$ cat src/sv/thtf_pkg.sv
package thtf_pkg;

   typedef enum logic [1:0] {
      ACT_CLEAR         = 2'd0,
      ACT_SAMPLE        = 2'd1,
      ACT_QUERY_REGION  = 2'd2,
      ACT_QUERY_SECTION = 2'd3
   } action_type;

   localparam logic [7:0] THRESHOLD_RESET = 8'd128;

   typedef struct packed {
      logic       en;
      action_type action;
      logic [7:0] sample;
      logic [3:0] query_row;
      logic [3:0] query_col;
   } op_type;

   typedef struct packed {
      logic hole;
      logic map_done;
   } result_type;

endpackage

$ cat src/sv/terrain_hole_tile_flagger_top.sv
// Throughput: one request per cycle while the response port is not stalled.
// Each request passes an input register, updates the tile maps, and lands in the
// response register; a stalled response holds the request in the input register and stalls the next one.
// Reset is synchronous and active high: it clears both maps, the raster position
// and the pipeline, and loads the hole threshold with 128.
module terrain_hole_tile_flagger_top
   import thtf_pkg::*;
#(
   parameter int TILES_PER_SIDE  = 16,
   parameter int TILE_SIZE       = 32,
   parameter int TILES_PER_GROUP = 4
) (
   input  logic       clock,
   input  logic       reset,
   input  logic       req_valid,
   output logic       req_stall,
   input  logic [1:0] req_action,
   input  logic [7:0] req_sample,
   input  logic [3:0] req_query_row,
   input  logic [3:0] req_query_col,
   output logic       rsp_valid,
   input  logic       rsp_stall,
   output logic       rsp_hole,
   output logic       rsp_map_done,
   input  logic       csr_valid,
   output logic       csr_ready,
   input  logic [7:0] csr_hole_threshold
);

   logic       s1_valid_ff, s1_valid_in;
   op_type     s1_op_ff;
   logic       rsp_valid_ff, rsp_valid_in;
   result_type rsp_ff;
   logic [7:0] threshold_ff;
   logic       advance, accept;
   op_type     op_now;
   result_type result_now;

   assign advance   = s1_valid_ff && (!rsp_valid_ff || !rsp_stall);
   assign req_stall = s1_valid_ff && !advance;
   assign accept    = req_valid && !req_stall;
   assign csr_ready = 1'b1;

   always_comb begin
      op_now    = s1_op_ff;
      op_now.en = advance;
   end

   thtf_flag_maps #(
      .TILES_PER_SIDE (TILES_PER_SIDE),
      .TILE_SIZE      (TILE_SIZE),
      .TILES_PER_GROUP(TILES_PER_GROUP)
   ) u_maps (
      .clock     (clock),
      .reset     (reset),
      .op_in     (op_now),
      .threshold (threshold_ff),
      .result_out(result_now)
   );

   assign s1_valid_in  = accept || (s1_valid_ff && !advance);
   assign rsp_valid_in = advance || (rsp_valid_ff && rsp_stall);

   always_ff @(posedge clock) begin
      if (reset) begin
         s1_valid_ff  <= 1'b0;
         rsp_valid_ff <= 1'b0;
         threshold_ff <= THRESHOLD_RESET;
      end else begin
         s1_valid_ff  <= s1_valid_in;
         rsp_valid_ff <= rsp_valid_in;
         if (csr_valid && csr_ready) begin
            threshold_ff <= csr_hole_threshold;
         end
      end
   end

   always_ff @(posedge clock) begin
      if (accept) begin
         s1_op_ff.en        <= 1'b1;
         s1_op_ff.action    <= action_type'(req_action);
         s1_op_ff.sample    <= req_sample;
         s1_op_ff.query_row <= req_query_row;
         s1_op_ff.query_col <= req_query_col;
      end
      if (advance) begin
         rsp_ff <= result_now;
      end
   end

   assign rsp_valid    = rsp_valid_ff;
   assign rsp_hole     = rsp_ff.hole;
   assign rsp_map_done = rsp_ff.map_done;

`ifndef NO_ASSERTIONS
   a_stall_needs_item: assert property (@(posedge clock) disable iff (reset)
      req_stall |-> s1_valid_ff)
      else $error("input stalled with an empty input register");

   a_advance_shows: assert property (@(posedge clock) disable iff (reset)
      advance |=> rsp_valid)
      else $error("processed request did not reach the response register");

   a_no_hole_on_update: assert property (@(posedge clock) disable iff (reset)
      advance && (s1_op_ff.action == ACT_CLEAR || s1_op_ff.action == ACT_SAMPLE)
         |=> !rsp_hole)
      else $error("hole flag set on a clear or sample response");

   a_clear_not_done: assert property (@(posedge clock) disable iff (reset)
      advance && (s1_op_ff.action == ACT_CLEAR) |=> !rsp_map_done)
      else $error("map reported complete right after a clear");
`endif

endmodule

$ cat src/sv/thtf_flag_maps.sv
module thtf_flag_maps
   import thtf_pkg::*;
#(
   parameter int TILES_PER_SIDE  = 16,
   parameter int TILE_SIZE       = 32,
   parameter int TILES_PER_GROUP = 4
) (
   input  logic       clock,
   input  logic       reset,
   input  op_type     op_in,
   input  logic [7:0] threshold,
   output result_type result_out
);

   localparam int GROUPS = (TILES_PER_SIDE + TILES_PER_GROUP - 1) / TILES_PER_GROUP;
   localparam int TIDX_W = $clog2(TILES_PER_SIDE);
   localparam int GIDX_W = (GROUPS > 1) ? $clog2(GROUPS) : 1;
   localparam int TCNT_W = $clog2(TILES_PER_SIDE + 1);
   localparam int TOFF_W = $clog2(TILE_SIZE);
   localparam int QEXT_W = ((TCNT_W > 4) ? TCNT_W : 4) + 1;

   logic [TCNT_W-1:0] row_tile_ff, row_tile_in;
   logic [TOFF_W-1:0] row_off_ff, row_off_in;
   logic [TCNT_W-1:0] col_tile_ff, col_tile_in;
   logic [TOFF_W-1:0] col_off_ff, col_off_in;
   logic              done_ff, done_in;

   logic [TILES_PER_SIDE-1:0][TILES_PER_SIDE-1:0] region_ff, region_in;
   logic [GROUPS-1:0][GROUPS-1:0]                 section_ff, section_in;

   logic [TILES_PER_SIDE-1:0] row_hit, col_hit;
   logic [GROUPS-1:0]         row_grp, col_grp;
   logic                      take_sample, mark_hole;

   logic [QEXT_W-1:0] qr_ext, qc_ext, region_flip, section_flip;
   logic              region_ok, section_ok;

   // A pixel on a tile boundary belongs to the tile it starts and the one it ends.
   always_comb begin
      row_hit = '0;
      col_hit = '0;
      row_grp = '0;
      col_grp = '0;
      for (int t = 0; t < TILES_PER_SIDE; t++) begin
         row_hit[t] = (row_tile_ff == TCNT_W'(t)) ||
                      ((row_off_ff == '0) && (row_tile_ff == TCNT_W'(t + 1)));
         col_hit[t] = (col_tile_ff == TCNT_W'(t)) ||
                      ((col_off_ff == '0) && (col_tile_ff == TCNT_W'(t + 1)));
      end
      for (int t = 0; t < TILES_PER_SIDE; t++) begin
         row_grp[GIDX_W'(t / TILES_PER_GROUP)] = row_grp[GIDX_W'(t / TILES_PER_GROUP)] |
                                                row_hit[t];
         col_grp[GIDX_W'(t / TILES_PER_GROUP)] = col_grp[GIDX_W'(t / TILES_PER_GROUP)] |
                                                col_hit[t];
      end
   end

   assign take_sample = op_in.en && (op_in.action == ACT_SAMPLE) && !done_ff;
   assign mark_hole   = take_sample && (op_in.sample < threshold);

   always_comb begin
      row_tile_in = row_tile_ff;
      row_off_in  = row_off_ff;
      col_tile_in = col_tile_ff;
      col_off_in  = col_off_ff;
      done_in     = done_ff;
      region_in   = region_ff;
      section_in  = section_ff;
      if (op_in.en && (op_in.action == ACT_CLEAR)) begin
         row_tile_in = '0;
         row_off_in  = '0;
         col_tile_in = '0;
         col_off_in  = '0;
         done_in     = 1'b0;
         region_in   = '0;
         section_in  = '0;
      end else if (take_sample) begin
         if (mark_hole) begin
            for (int r = 0; r < TILES_PER_SIDE; r++) begin
               for (int c = 0; c < TILES_PER_SIDE; c++) begin
                  region_in[r][c] = region_ff[r][c] | (row_hit[r] & col_hit[c]);
               end
            end
            for (int r = 0; r < GROUPS; r++) begin
               for (int c = 0; c < GROUPS; c++) begin
                  section_in[r][c] = section_ff[r][c] | (row_grp[r] & col_grp[c]);
               end
            end
         end
         if (col_tile_ff == TCNT_W'(TILES_PER_SIDE)) begin
            col_tile_in = '0;
            col_off_in  = '0;
            if (row_tile_ff == TCNT_W'(TILES_PER_SIDE)) begin
               done_in = 1'b1;
            end else if (row_off_ff == TOFF_W'(TILE_SIZE - 1)) begin
               row_off_in  = '0;
               row_tile_in = row_tile_ff + 1'b1;
            end else begin
               row_off_in = row_off_ff + 1'b1;
            end
         end else if (col_off_ff == TOFF_W'(TILE_SIZE - 1)) begin
            col_off_in  = '0;
            col_tile_in = col_tile_ff + 1'b1;
         end else begin
            col_off_in = col_off_ff + 1'b1;
         end
      end
   end

   always_ff @(posedge clock) begin
      if (reset) begin
         row_tile_ff <= '0;
         row_off_ff  <= '0;
         col_tile_ff <= '0;
         col_off_ff  <= '0;
         done_ff     <= 1'b0;
         region_ff   <= '0;
         section_ff  <= '0;
      end else begin
         row_tile_ff <= row_tile_in;
         row_off_ff  <= row_off_in;
         col_tile_ff <= col_tile_in;
         col_off_ff  <= col_off_in;
         done_ff     <= done_in;
         region_ff   <= region_in;
         section_ff  <= section_in;
      end
   end

   // Stored rows run bottom up, so queries flip the row index.
   assign qr_ext       = QEXT_W'(op_in.query_row);
   assign qc_ext       = QEXT_W'(op_in.query_col);
   assign region_ok    = (qr_ext < QEXT_W'(TILES_PER_SIDE)) && (qc_ext < QEXT_W'(TILES_PER_SIDE));
   assign section_ok   = (qr_ext < QEXT_W'(GROUPS)) && (qc_ext < QEXT_W'(GROUPS));
   assign region_flip  = QEXT_W'(TILES_PER_SIDE - 1) - qr_ext;
   assign section_flip = QEXT_W'(GROUPS - 1) - qr_ext;

   always_comb begin
      result_out.map_done = done_in;
      unique case (op_in.action)
         ACT_QUERY_REGION: begin
            result_out.hole = region_ok &&
               region_ff[region_flip[TIDX_W-1:0]][qc_ext[TIDX_W-1:0]];
         end
         ACT_QUERY_SECTION: begin
            result_out.hole = section_ok &&
               section_ff[section_flip[GIDX_W-1:0]][qc_ext[GIDX_W-1:0]];
         end
         default: begin
            result_out.hole = 1'b0;
         end
      endcase
   end

endmodule
$ cat config.mk
export PLATFORM = sky130hd
export DESIGN_NAME = terrain_hole_tile_flagger_top
export DESIGN_NICKNAME = d
export VERILOG_FILES = /design/src/sv/thtf_pkg.sv /design/src/sv/terrain_hole_tile_flagger_top.sv /design/src/sv/thtf_flag_maps.sv
export SDC_FILE = /design/constraint.sdc
export NUM_CORES = 1
export LEC_CHECK = 0
export CORE_MARGIN = 2
export CORE_UTILIZATION = 51
export DETAILED_ROUTE_END_ITERATION = 6
export DONT_BUFFER_PORTS = 1
export GPL_ROUTABILITY_DRIVEN = 1
export PLACE_DENSITY = 0.66
export SLEW_MARGIN = 20
export SYNTH_ARGS = -nofsm -noshare
export SYNTH_HDL_FRONTEND = slang
export SYNTH_HIERARCHICAL = 1
export SYNTH_SLANG_ARGS = --single-unit
$ cat constraint.sdc
create_clock -name clock -period 3.45 [get_ports clock]
set_input_delay 0.345 -clock clock [delete_from_list [all_inputs] [get_ports clock]]
set_output_delay 0.345 -clock clock [all_outputs]
set_load 0.1 [all_outputs]
Word level (Yosys, flattened, before mapping)
Index checks and enable logic that the tools add are counted.
Widths: inputs -> output; s select.
{"block": "totals", "regBits": 311}
{"block": "classes", "n_addsub": 6, "order_cmp": 9, "eq_ne": 37, "n_mux": 18, "n_bitwise": 533, "reduce_logical": 95}
{"operator": "$or 1x1->1", "n": 272}
{"operator": "$and 1x1->1", "n": 260}
{"operator": "$eq 5x4->1 const B", "n": 16}
{"operator": "$bmux 16 s4", "n": 1}
{"operator": "$logic_and 1x1->1", "n": 44}
{"operator": "$eq 5x3->1 const B", "n": 8}
{"operator": "$logic_or 1x1->1", "n": 35}
{"operator": "$mux 5", "n": 5}
{"operator": "$add 5x1->5 const B", "n": 4}
{"operator": "$eq 5x2->1 const B", "n": 4}
{"operator": "$eq 5x5->1 const B", "n": 4}
{"operator": "$logic_not 5->1", "n": 4}
{"operator": "$lt 4x5->1 const B", "n": 4}
{"operator": "$mux 16", "n": 1}
{"operator": "$eq 5x1->1 const B", "n": 2}
{"operator": "$bmux 4 s2", "n": 1}
{"operator": "$lt 4x3->1 const B", "n": 2}
{"operator": "$lt 8x8->1", "n": 1}
{"operator": "$lt 2x3->1 const B", "n": 2}
{"operator": "$mux 1", "n": 6}
{"operator": "$logic_not 1->1", "n": 5}
{"operator": "$bmux 1 s4", "n": 1}
{"operator": "$eq 2x2->1 const B", "n": 2}
{"operator": "$mux 4", "n": 1}
{"operator": "other kinds (12)", "n": 13}

Logic depth before layout (Yosys ltp)
Gate-level depths: netlist (run 1).
{"block": "depth", "word_depth": 8, "ltp_mapped": 11}

Modules after synthesis
The synthesis (run 1) kept the hierarchy.
{"mod": "thtf_flag_maps", "n_inst": 1, "cells_each": 1367, "area_each_um2": 12434.4, "seq_area_each_um2": 5625.4}
{"mod": "terrain_hole_tile_flagger_top", "n_inst": 1, "cells_each": 58, "area_each_um2": 979.7, "seq_area_each_um2": 800.8}

Worst setup path after synthesis (run 1)
No wires, ideal clock.
{"block": "synth_path", "kind": "register to register", "start": "register rsp_valid_ff, in the netlist rsp_valid", "end": "register u_maps.row_off_ff[2]", "setup_ns": 0.071, "arrival_time_ns": 2.644, "required_time_ns": 3.379, "path_slack_ns": 0.735, "stages_incl_launch_ff": 8, "synth_period_minus_slack_ns": 2.715, "path_cell_list": "dfxtp_1 a21boi_0 nor2b_1 and3b_1 buf_2 nand3b_1 or4b_2 a21oi_1"}
{"block": "synth_via", "elab_chain_len": 6, "word_cells_on_any_way": 8}
{"item": "start: declaration", "line": "terrain_hole_tile_flagger_top.sv:32", "rtl": "logic rsp_valid_ff, rsp_valid_in;"}
{"item": "start signal: assignment", "line": "terrain_hole_tile_flagger_top.sv:71", "rtl": "rsp_valid_ff <= rsp_valid_in;"}
{"item": "$logic_not 1->1 (*)", "line": "terrain_hole_tile_flagger_top.sv:39", "rtl": "assign advance = s1_valid_ff && (!rsp_valid_ff || !rsp_stall);"}
{"item": "$logic_or 1x1->1 (*)", "line": "terrain_hole_tile_flagger_top.sv:39"}
{"item": "$logic_and 1x1->1 (*)", "line": "terrain_hole_tile_flagger_top.sv:39"}
{"item": "via advance", "line": "terrain_hole_tile_flagger_top.sv:35", "rtl": "logic advance, accept;"}
{"item": "$logic_and 1x1->1 (2 in a row)", "line": "thtf_flag_maps.sv:58", "rtl": "assign take_sample = op_in.en && (op_in.action == ACT_SAMPLE) && !done_ff;"}
{"item": "$reduce_and 3->1 (no line)"}
{"item": "end signal: assignment", "line": "thtf_flag_maps.sv:121", "rtl": "row_off_ff <= row_off_in;"}
{"item": "end: declaration", "line": "thtf_flag_maps.sv:23", "rtl": "logic [TOFF_W-1:0] row_off_ff, row_off_in;"}
The timed path passes the listed nets; every way through them passes the cells marked *.
A chain may end at the register's enable or synchronous reset.

Worst setup path after layout (run 1)
{"block": "layout_path", "start": "register s1_valid_ff", "end": "register u_maps/region_ff[8] (netlist name)"}
{"block": "layout_via", "elab_chain_len": 5, "word_cells_on_any_way": 7}
{"item": "start: declaration", "line": "terrain_hole_tile_flagger_top.sv:30", "rtl": "logic s1_valid_ff, s1_valid_in;"}
{"item": "start signal: assignment", "line": "terrain_hole_tile_flagger_top.sv:70", "rtl": "s1_valid_ff <= s1_valid_in;"}
{"item": "$logic_and 1x1->1 (*)", "line": "terrain_hole_tile_flagger_top.sv:39"}
{"item": "via advance", "line": "terrain_hole_tile_flagger_top.sv:35"}
{"item": "$logic_and 1x1->1 (2 in a row)", "line": "thtf_flag_maps.sv:58"}
{"item": "$logic_and 1x1->1", "line": "thtf_flag_maps.sv:59", "rtl": "assign mark_hole = take_sample && (op_in.sample < threshold);"}
{"item": "$reduce_and 2->1 (no line)"}
{"item": "end signal: assignment", "line": "thtf_flag_maps.sv:125", "rtl": "region_ff <= region_in;"}
{"item": "end: declaration", "line": "thtf_flag_maps.sv:28", "rtl": "logic [TILES_PER_SIDE-1:0][TILES_PER_SIDE-1:0] region_ff, region_in;"}
Marks and branches as above.

==> results of run 1 <==
timing repair:
item / CTS / global route
hold buffers: 36 / 0
endpoints found under the setup margin: 0 / 0
endpoints found under the hold margin: 28 / 0
worst paths after layout:
path	startpoint	to	slack, ps	cells after the start
setup / recovery	s1_valid_ff	u_maps/region_ff[8]	580	9
hold / removal	csr_valid	threshold_ff[0]	2	2
setup reg to reg	s1_valid_ff	u_maps/region_ff[8]	580	9
hold reg to reg	u_maps/region_ff[146]	u_maps/region_ff[146]	460	2
routing by layer:
metal / routed length (um) / track usage / up-vias
li1: - / - / 5189
met1: 17600 / 0.402 / 5535
met2: 17800 / 0.437 / 510
met3: 3340 / 0.0500 / 78
met4: 1050 / 0.0877 / 0
met5: 0 / 0 / -
state kept, by name, summed over array words and instances, names as in the netlist:
register / count
u_maps/region_ff: 256
op_now: 18
threshold_ff: 8
u_maps/col_off_ff: 5
u_maps/col_tile_ff: 5
u_maps/row_off_ff: 5
u_maps/row_tile_ff: 5
u_maps/section_ff: 4
rsp_hole: 1
rsp_map_done: 1
rsp_valid: 1
s1_valid_ff: 1
u_maps/done_ff: 1
critical path: stages, from the launching register on:
cell and delay (ps):
dfxtp_1 350, a21boi_0 350, buf_4 220, nor2b_1 230, and3b_1 280, and2_1 310
nand2_1 300, nor2_1 500, a31oi_1 170, nor2_1 110
cells in the mapped netlist (all sizes together) (2+ instances only):
cell type  count  area [sq um]
a211oi        10          80.1
nand3         11          55.1
o221ai         3          26.3
buf           56           378
a2111oi        4          78.8
or3            2          12.5
clkbuf        55           208
a22oi         12          90.1
nand2         31           116
nand2b         2          12.5
and2           4          25.0
xnor2          2          17.5
a41oi         11          96.3
inv           25          93.8
nor3          21           105
nand3b         4          30.0
o22ai          8          50.1
edfxtp        20           601
a21oi        150           754
or2            8          50.1
and3          11          68.8
nor4           3          18.8
a31oi        139           870
dfxtp        291          5830
or4            3          22.5
nor4b          3          56.3
a221oi         4          35.0
a211o          2          17.5
a22o           2          17.5
nor2         369          1390
mux2           9           101
o21ai          8          40.0
mux2i         38           380
ha            23           288
nor2b          8          52.6
nand4          3          18.8
mux4          50          1170
a21o           4          30.0
layout make-up:
type / instances / share of cell area
Clock buffer: 41 / 0.0573
Tap cell: 335 / 0.0275
Timing Repair Buffer: 95 / 0.0649
Sequential cell: 311 / 0.421
Clock inverter: 16 / 0.00803
Inverter: 25 / 0.00615
Multi-Input combinational cell: 978 / 0.415
where the power goes:
part	internal [W]	switching, W
Clock	0.00186	0.00144
Combinational	0.000159	0.000288
Sequential	0.00365	0.0000333
Total	0.00567	0.00176
placed cells by master (no fill, tap or decap), types with 9 or more instances in the layout:
cell type      Yosys  final
clkinv_2           0      9
edfxtp_1          20     20
dfxtp_1          291    291
nand2_1           31     31
nor2_1           369    368
dlygate4sd3_1      0     36
a22oi_1           12     12
a41oi_1           11     11
and3_1            11     11
nor3_1            21     20
buf_12             2     15
clkbuf_16          0     32
nand3_1           11     11
buf_4             10     44
mux4_2            37     37
ha_1              23     23
mux2_2             9      9
a31oi_1          139    139
mux4_1            13     13
inv_1             25     25
mux2i_1           38     38
a21oi_1          149    149
stage by stage:
step	util	setup slack (ps)	total power (W)	cell area, sq um	hold WS (ps)
2_1_floorplan	-	735	0.00405	13400	428
3_3_place_gp	0.537	674	0.00416	13900	416
3_5_place_dp	0.537	693	0.00416	13900	419
4_1_cts	0.589	677	0.00745	15300	2.93
5_1_grt	0.589	440	0.00763	15300	30.0
6_report	0.589	581	0.00743	15300	2.43
logic make-up (layout without fill, tap and decap cells):
group / after synthesis / in the layout / share of synthesized area
other: 1 / 1 / 0.000280
DFF: 311 / 311 / 0.479
adders and majority gates: 23 / 23 / 0.0215
xor gates and xnor gates: 3 / 3 / 0.00196
muxes: 97 / 97 / 0.123
buffers and inverters: 136 / 177 / 0.0506
and+or+nand+nor: 489 / 489 / 0.155
AOI/OAI and AO/OA: 365 / 365 / 0.168
==> out/metrics.yaml, run 1 <==
global_routing:
  grt_start_max_net_pins: 77
  grt.overflow.total: 0
  grt_pass1_wl_mm: 61.6
  grt_use_total: 0.281
  antenna_found_initial: 0
  grt_pass1_vias: 10600
finish:
  multi_input_comb_area_sq_mm: 0.00634
  drive_gt1_frac: 0.122
  fillers: 2223
  seqCellArea_sq_mm: 0.00643
  nets: 1496
  areaGrowthSynthToFinish_pct: 13.8
  antenna_cells: 0
  layoutNonFillerInstCount: 1801
critical_path:
  crit_fanout: 7
  cp.required_ps: 3950
  crit_path_start_kind: "flip-flop"
  path_class: "reg -> reg"
  endpoint_kind: "flip-flop"
  critPathArrivalTime_ps: 3370
die:
  die_area_sq_mm: 0.0276
  die_h_um: 166
  core.rowCount: 59
  start_util: 0.518
  chipWidth_um: 166
  core_area_sq_mm: 0.0259
  pin_count: 36
clock_network:
  ctsLongestPathBuffers: 3
  post_cts_buffers: 0
  numCtsBuffers: 31
  htreeDepth: 1
  insertion_delay_ps: 560
  cts_tree: "built"
  clock-root-buffer: "clkbuf_16"
  clock-sinks: 311
  cts.clk_slew.worst_paths_ps: 60
  cts-resized-gates: 0
hold_path:
  hp-class: "in -> reg"
synthesis:
  yosysSeqAreaShare: 0.479
  synth_edf_count: 20
  synth_nets: 1479
  yosys_warnings: 6
  synth_flop_cell: "dfxtp_1"
  async_flop_share: 0
  avgSynthCellArea_sq_um: 9.41
  netlist_area_sq_mm: 0.0134
  synthCells: 1425
  ys_seq_elements: 311
  synth.distinct_cells: 68
placed_design:
  hpwlAfterDp_mm: 26.4
  portBuffers: 0
  place.gp.congestion: 0.873
  numPlacedInstances: 1708
pwr:
  power_density_mw_per_mm2: 487
  ir_drop_v: 0.000685
  power_leakage_nw: 5.70
route:
  drtPass1Iterations: 5
  drt_iter0_markers: 1234
  vias_per_cell: 6.28
  wire_per_inst_um: 22.1
  route.vias.total: 11300
  ant_nets: 0
  drt_wl_total_mm: 39.7
  remaining_drc_errors: 0
sta:
  tightest_slew_ps: 994
  rsz0062_at_grt: "false"
  fin_setup_tns_ps: 0
  finalHoldViolations: 0
  maxSlewViolCount: 0
  fin_crit_ps: 2870
  max_slew_margin: 0.339
  fin_crit_sh: 0.832
  max_freq_mhz: 349
  setup_viol: 0
  fin_worst_skew_ps: 11.8
job:
  max_cap_viol_count: 0
status:
  status: "finished clean"
Power figures use the tool's default switching activity.
==> inputs of run 2 (changes only) <==
--- a/config.mk
+++ b/config.mk
@@ -10,7 +10,7 @@
 export DETAILED_ROUTE_END_ITERATION = 6
 export DONT_BUFFER_PORTS = 1
 export GPL_ROUTABILITY_DRIVEN = 1
-export PLACE_DENSITY = 0.66
+export PLACE_DENSITY = 0.69
 export SLEW_MARGIN = 20
 export SYNTH_ARGS = -nofsm -noshare
 export SYNTH_HDL_FRONTEND = slang
==> constraint.sdc (replaced) <==
create_clock -name clock -period 2.6 [get_ports clock]
set_input_delay 0.26 -clock clock [delete_from_list [all_inputs] [get_ports clock]]
set_output_delay 0.26 -clock clock [all_outputs]
set_load 0.1 [all_outputs]
==> out/metrics.yaml, run 2 (synthesis gave the netlist of run 1 again) <==
placed_design:
  place.gp.congestion: 0.881
  hpwlAfterDp_mm: 26.5
  portBuffers: 0
  dp_slack_ps: 115
critical_path:
  path_class: "reg -> reg"
  cpLargestDelayFamily: "multiplexers"
  path_common_cell: "a41oi_1"
  cp_slowest_stage_delay_ps: 580
  cp.required_ps: 2870
  crit_chain: "buf_12, buf_16, mux4_1, mux2_2, nand2_1, a41oi_1, a41oi_1, a31oi_1"
  slowest_stage: "mux4_1"
  critPathArrivalTime_ps: 2780
  crit_path_start_kind: "flip-flop"
  endpoint_kind: "flip-flop"
  worstPathBufferInverterCount: 2
  crit_fanout: 20
pwr:
  power_leakage_nw: 5.97
  power_density_mw_per_mm2: 661
  ir_drop_v: 0.000643
  p_total_w: 0.0104
sta:
  finalHoldViolations: 0
  fin_worst_skew_ps: 19.8
  fin_ws_ps: 89.3
  fin_setup_tns_ps: 0
  rsz0062_at_grt: "false"
  hold-worst-slack_ps: 67.9
  max_slew_margin: 0.414
  max_freq_mhz: 398
  tightest_slew_ps: 881
  fin_crit_sh: 0.966
  setup_viol: 0
  fin_crit_ps: 2510
  maxSlewViolCount: 0
die:
  core.rowCount: 59
  die_area_sq_mm: 0.0276
  pin_count: 36
  start_util: 0.518
  core_area_sq_mm: 0.0259
  die_h_um: 166
  chipWidth_um: 166
clock_network:
  cts_tree: "built"
  ctsLongestPathBuffers: 3
  cts.clk_slew.worst_paths_ps: 60
  insertion_delay_ps: 530
  htreeDepth: 2
  clock-root-buffer: "clkbuf_16"
  clock-sinks: 311
  numCtsBuffers: 35
hold_path:
  hp-class: "in -> reg"
global_routing:
  grt.overflow.total: 0
  grt_pass1_wl_mm: 62.7
  grt_start_max_net_pins: 47
  grt_use_total: 0.283
  grt_pass1_vias: 11200
  antenna_found_initial: 0
route:
  wire_per_inst_um: 21.9
  vias_per_cell: 6.27
  drt_wl_total_mm: 40.2
  remaining_drc_errors: 0
  wl_met1_mm: 16.5
  drtPass1Iterations: 5
  ant_nets: 0
  drt_iter0_markers: 1340
  dr_wl_met2_mm: 18.7
  maxUsedRoutingLayer: "met4"
  routed-wl-met3_mm: 3.31
  route.vias.total: 11600
finish:
  largest_register_ffs: 256
  final_cell_mix: "nor2_1 (367), dfxtp_1 (290), a21oi_1 (149)"
  nets: 1533
  fillers: 2123
  final_common_cell: "nor2_1"
  drive_gt1_frac: 0.148
  areaGrowthSynthToFinish_pct: 17.5
  regMostFlops: "u_maps/region_ff"
  antenna_cells: 0
status:
  status: "finished clean"
job:
  max_cap_viol_count: 0
[run 2: cell types whose count changed in the layout (fill, tap and decap cells not counted), moves of 2 or more]
cell | before | now
buf_12 | 15 | 17
clkinv_4 | 3 | 1
buf_4 | 44 | 71
clkbuf_16 | 32 | 37
clkbuf_8 | 4 | 6
buf_16 | 0 | 2
[run 2: layout make-up]
type / instances / area, sq um / share of cell area
clock inverter: 18 / 143 / 0.00905
sequential: 311 / 6430 / 0.408
tap: 335 / 419 / 0.0266
timing repair buffer: 128 / 1320 / 0.0840
inverter: 25 / 93.8 / 0.00596
clock buffer: 46 / 998 / 0.0634
multi-input combinational: 978 / 6350 / 0.403
[run 2: what timing repair did]
item                                   in CTS  in global routing
endpoints found under the hold margin      28                  0
hold buffers                               37                  0
setup endpoints to repair                   0                 46
resized for setup                           0                  6
buffers inserted                            0                  3
[run 2: layer usage]
layer | global-route usage | vias to the layer above
met5 | 0 | -
met4 | 0.121 | 0
met3 | 0.0553 | 126
met2 | 0.460 | 534
met1 | 0.371 | 5636
li1 | - | 5254
[run 2: report_power, final]
group | internal, W | switching [W] | total (W) | leakage [nW]
logic | 0.000262 | 0.000420 | 0.000682 | 2.86
registers | 0.00485 | 0.0000316 | 0.00488 | 2.54
clock network | 0.00283 | 0.00203 | 0.00486 | 0.565
[run 2: final timing paths]
| check | from | to | slack [ps] | cells past startpoint |
|---|---|---|---|---|
| worst max-delay path | op_now[4] | rsp_hole | 90 | 8 |
| worst min-delay path | req_valid | op_now[14] | 70 | 2 |
| worst max register to register | op_now[4] | rsp_hole | 90 | 8 |
| worst min register to register | u_maps/region_ff[64] | u_maps/region_ff[64] | 460 | 2 |
[run 2: through the flow]
| step | std cells | util | area [sq um] |
|---|---|---|---|
| 2_1_floorplan | 1425 | - | 13400 |
| 3_3_place_gp | 1736 | 0.546 | 14200 |
| 3_5_place_dp | 1736 | 0.546 | 14200 |
| 4_1_cts | 1837 | 0.605 | 15700 |
| 5_1_grt | 1841 | 0.608 | 15800 |
| 6_report | 1841 | 0.608 | 15800 |
[run 2: worst register-to-register path: cells and delay by family, from the launching register on]
kind                   cells  cell delay (ps)
buffers and inverters      2              420
AO/OA/AOI/OAI              3              510
flip-flops                 1              370
multiplexers               2              900
AND/OR/NAND/NOR            1               80
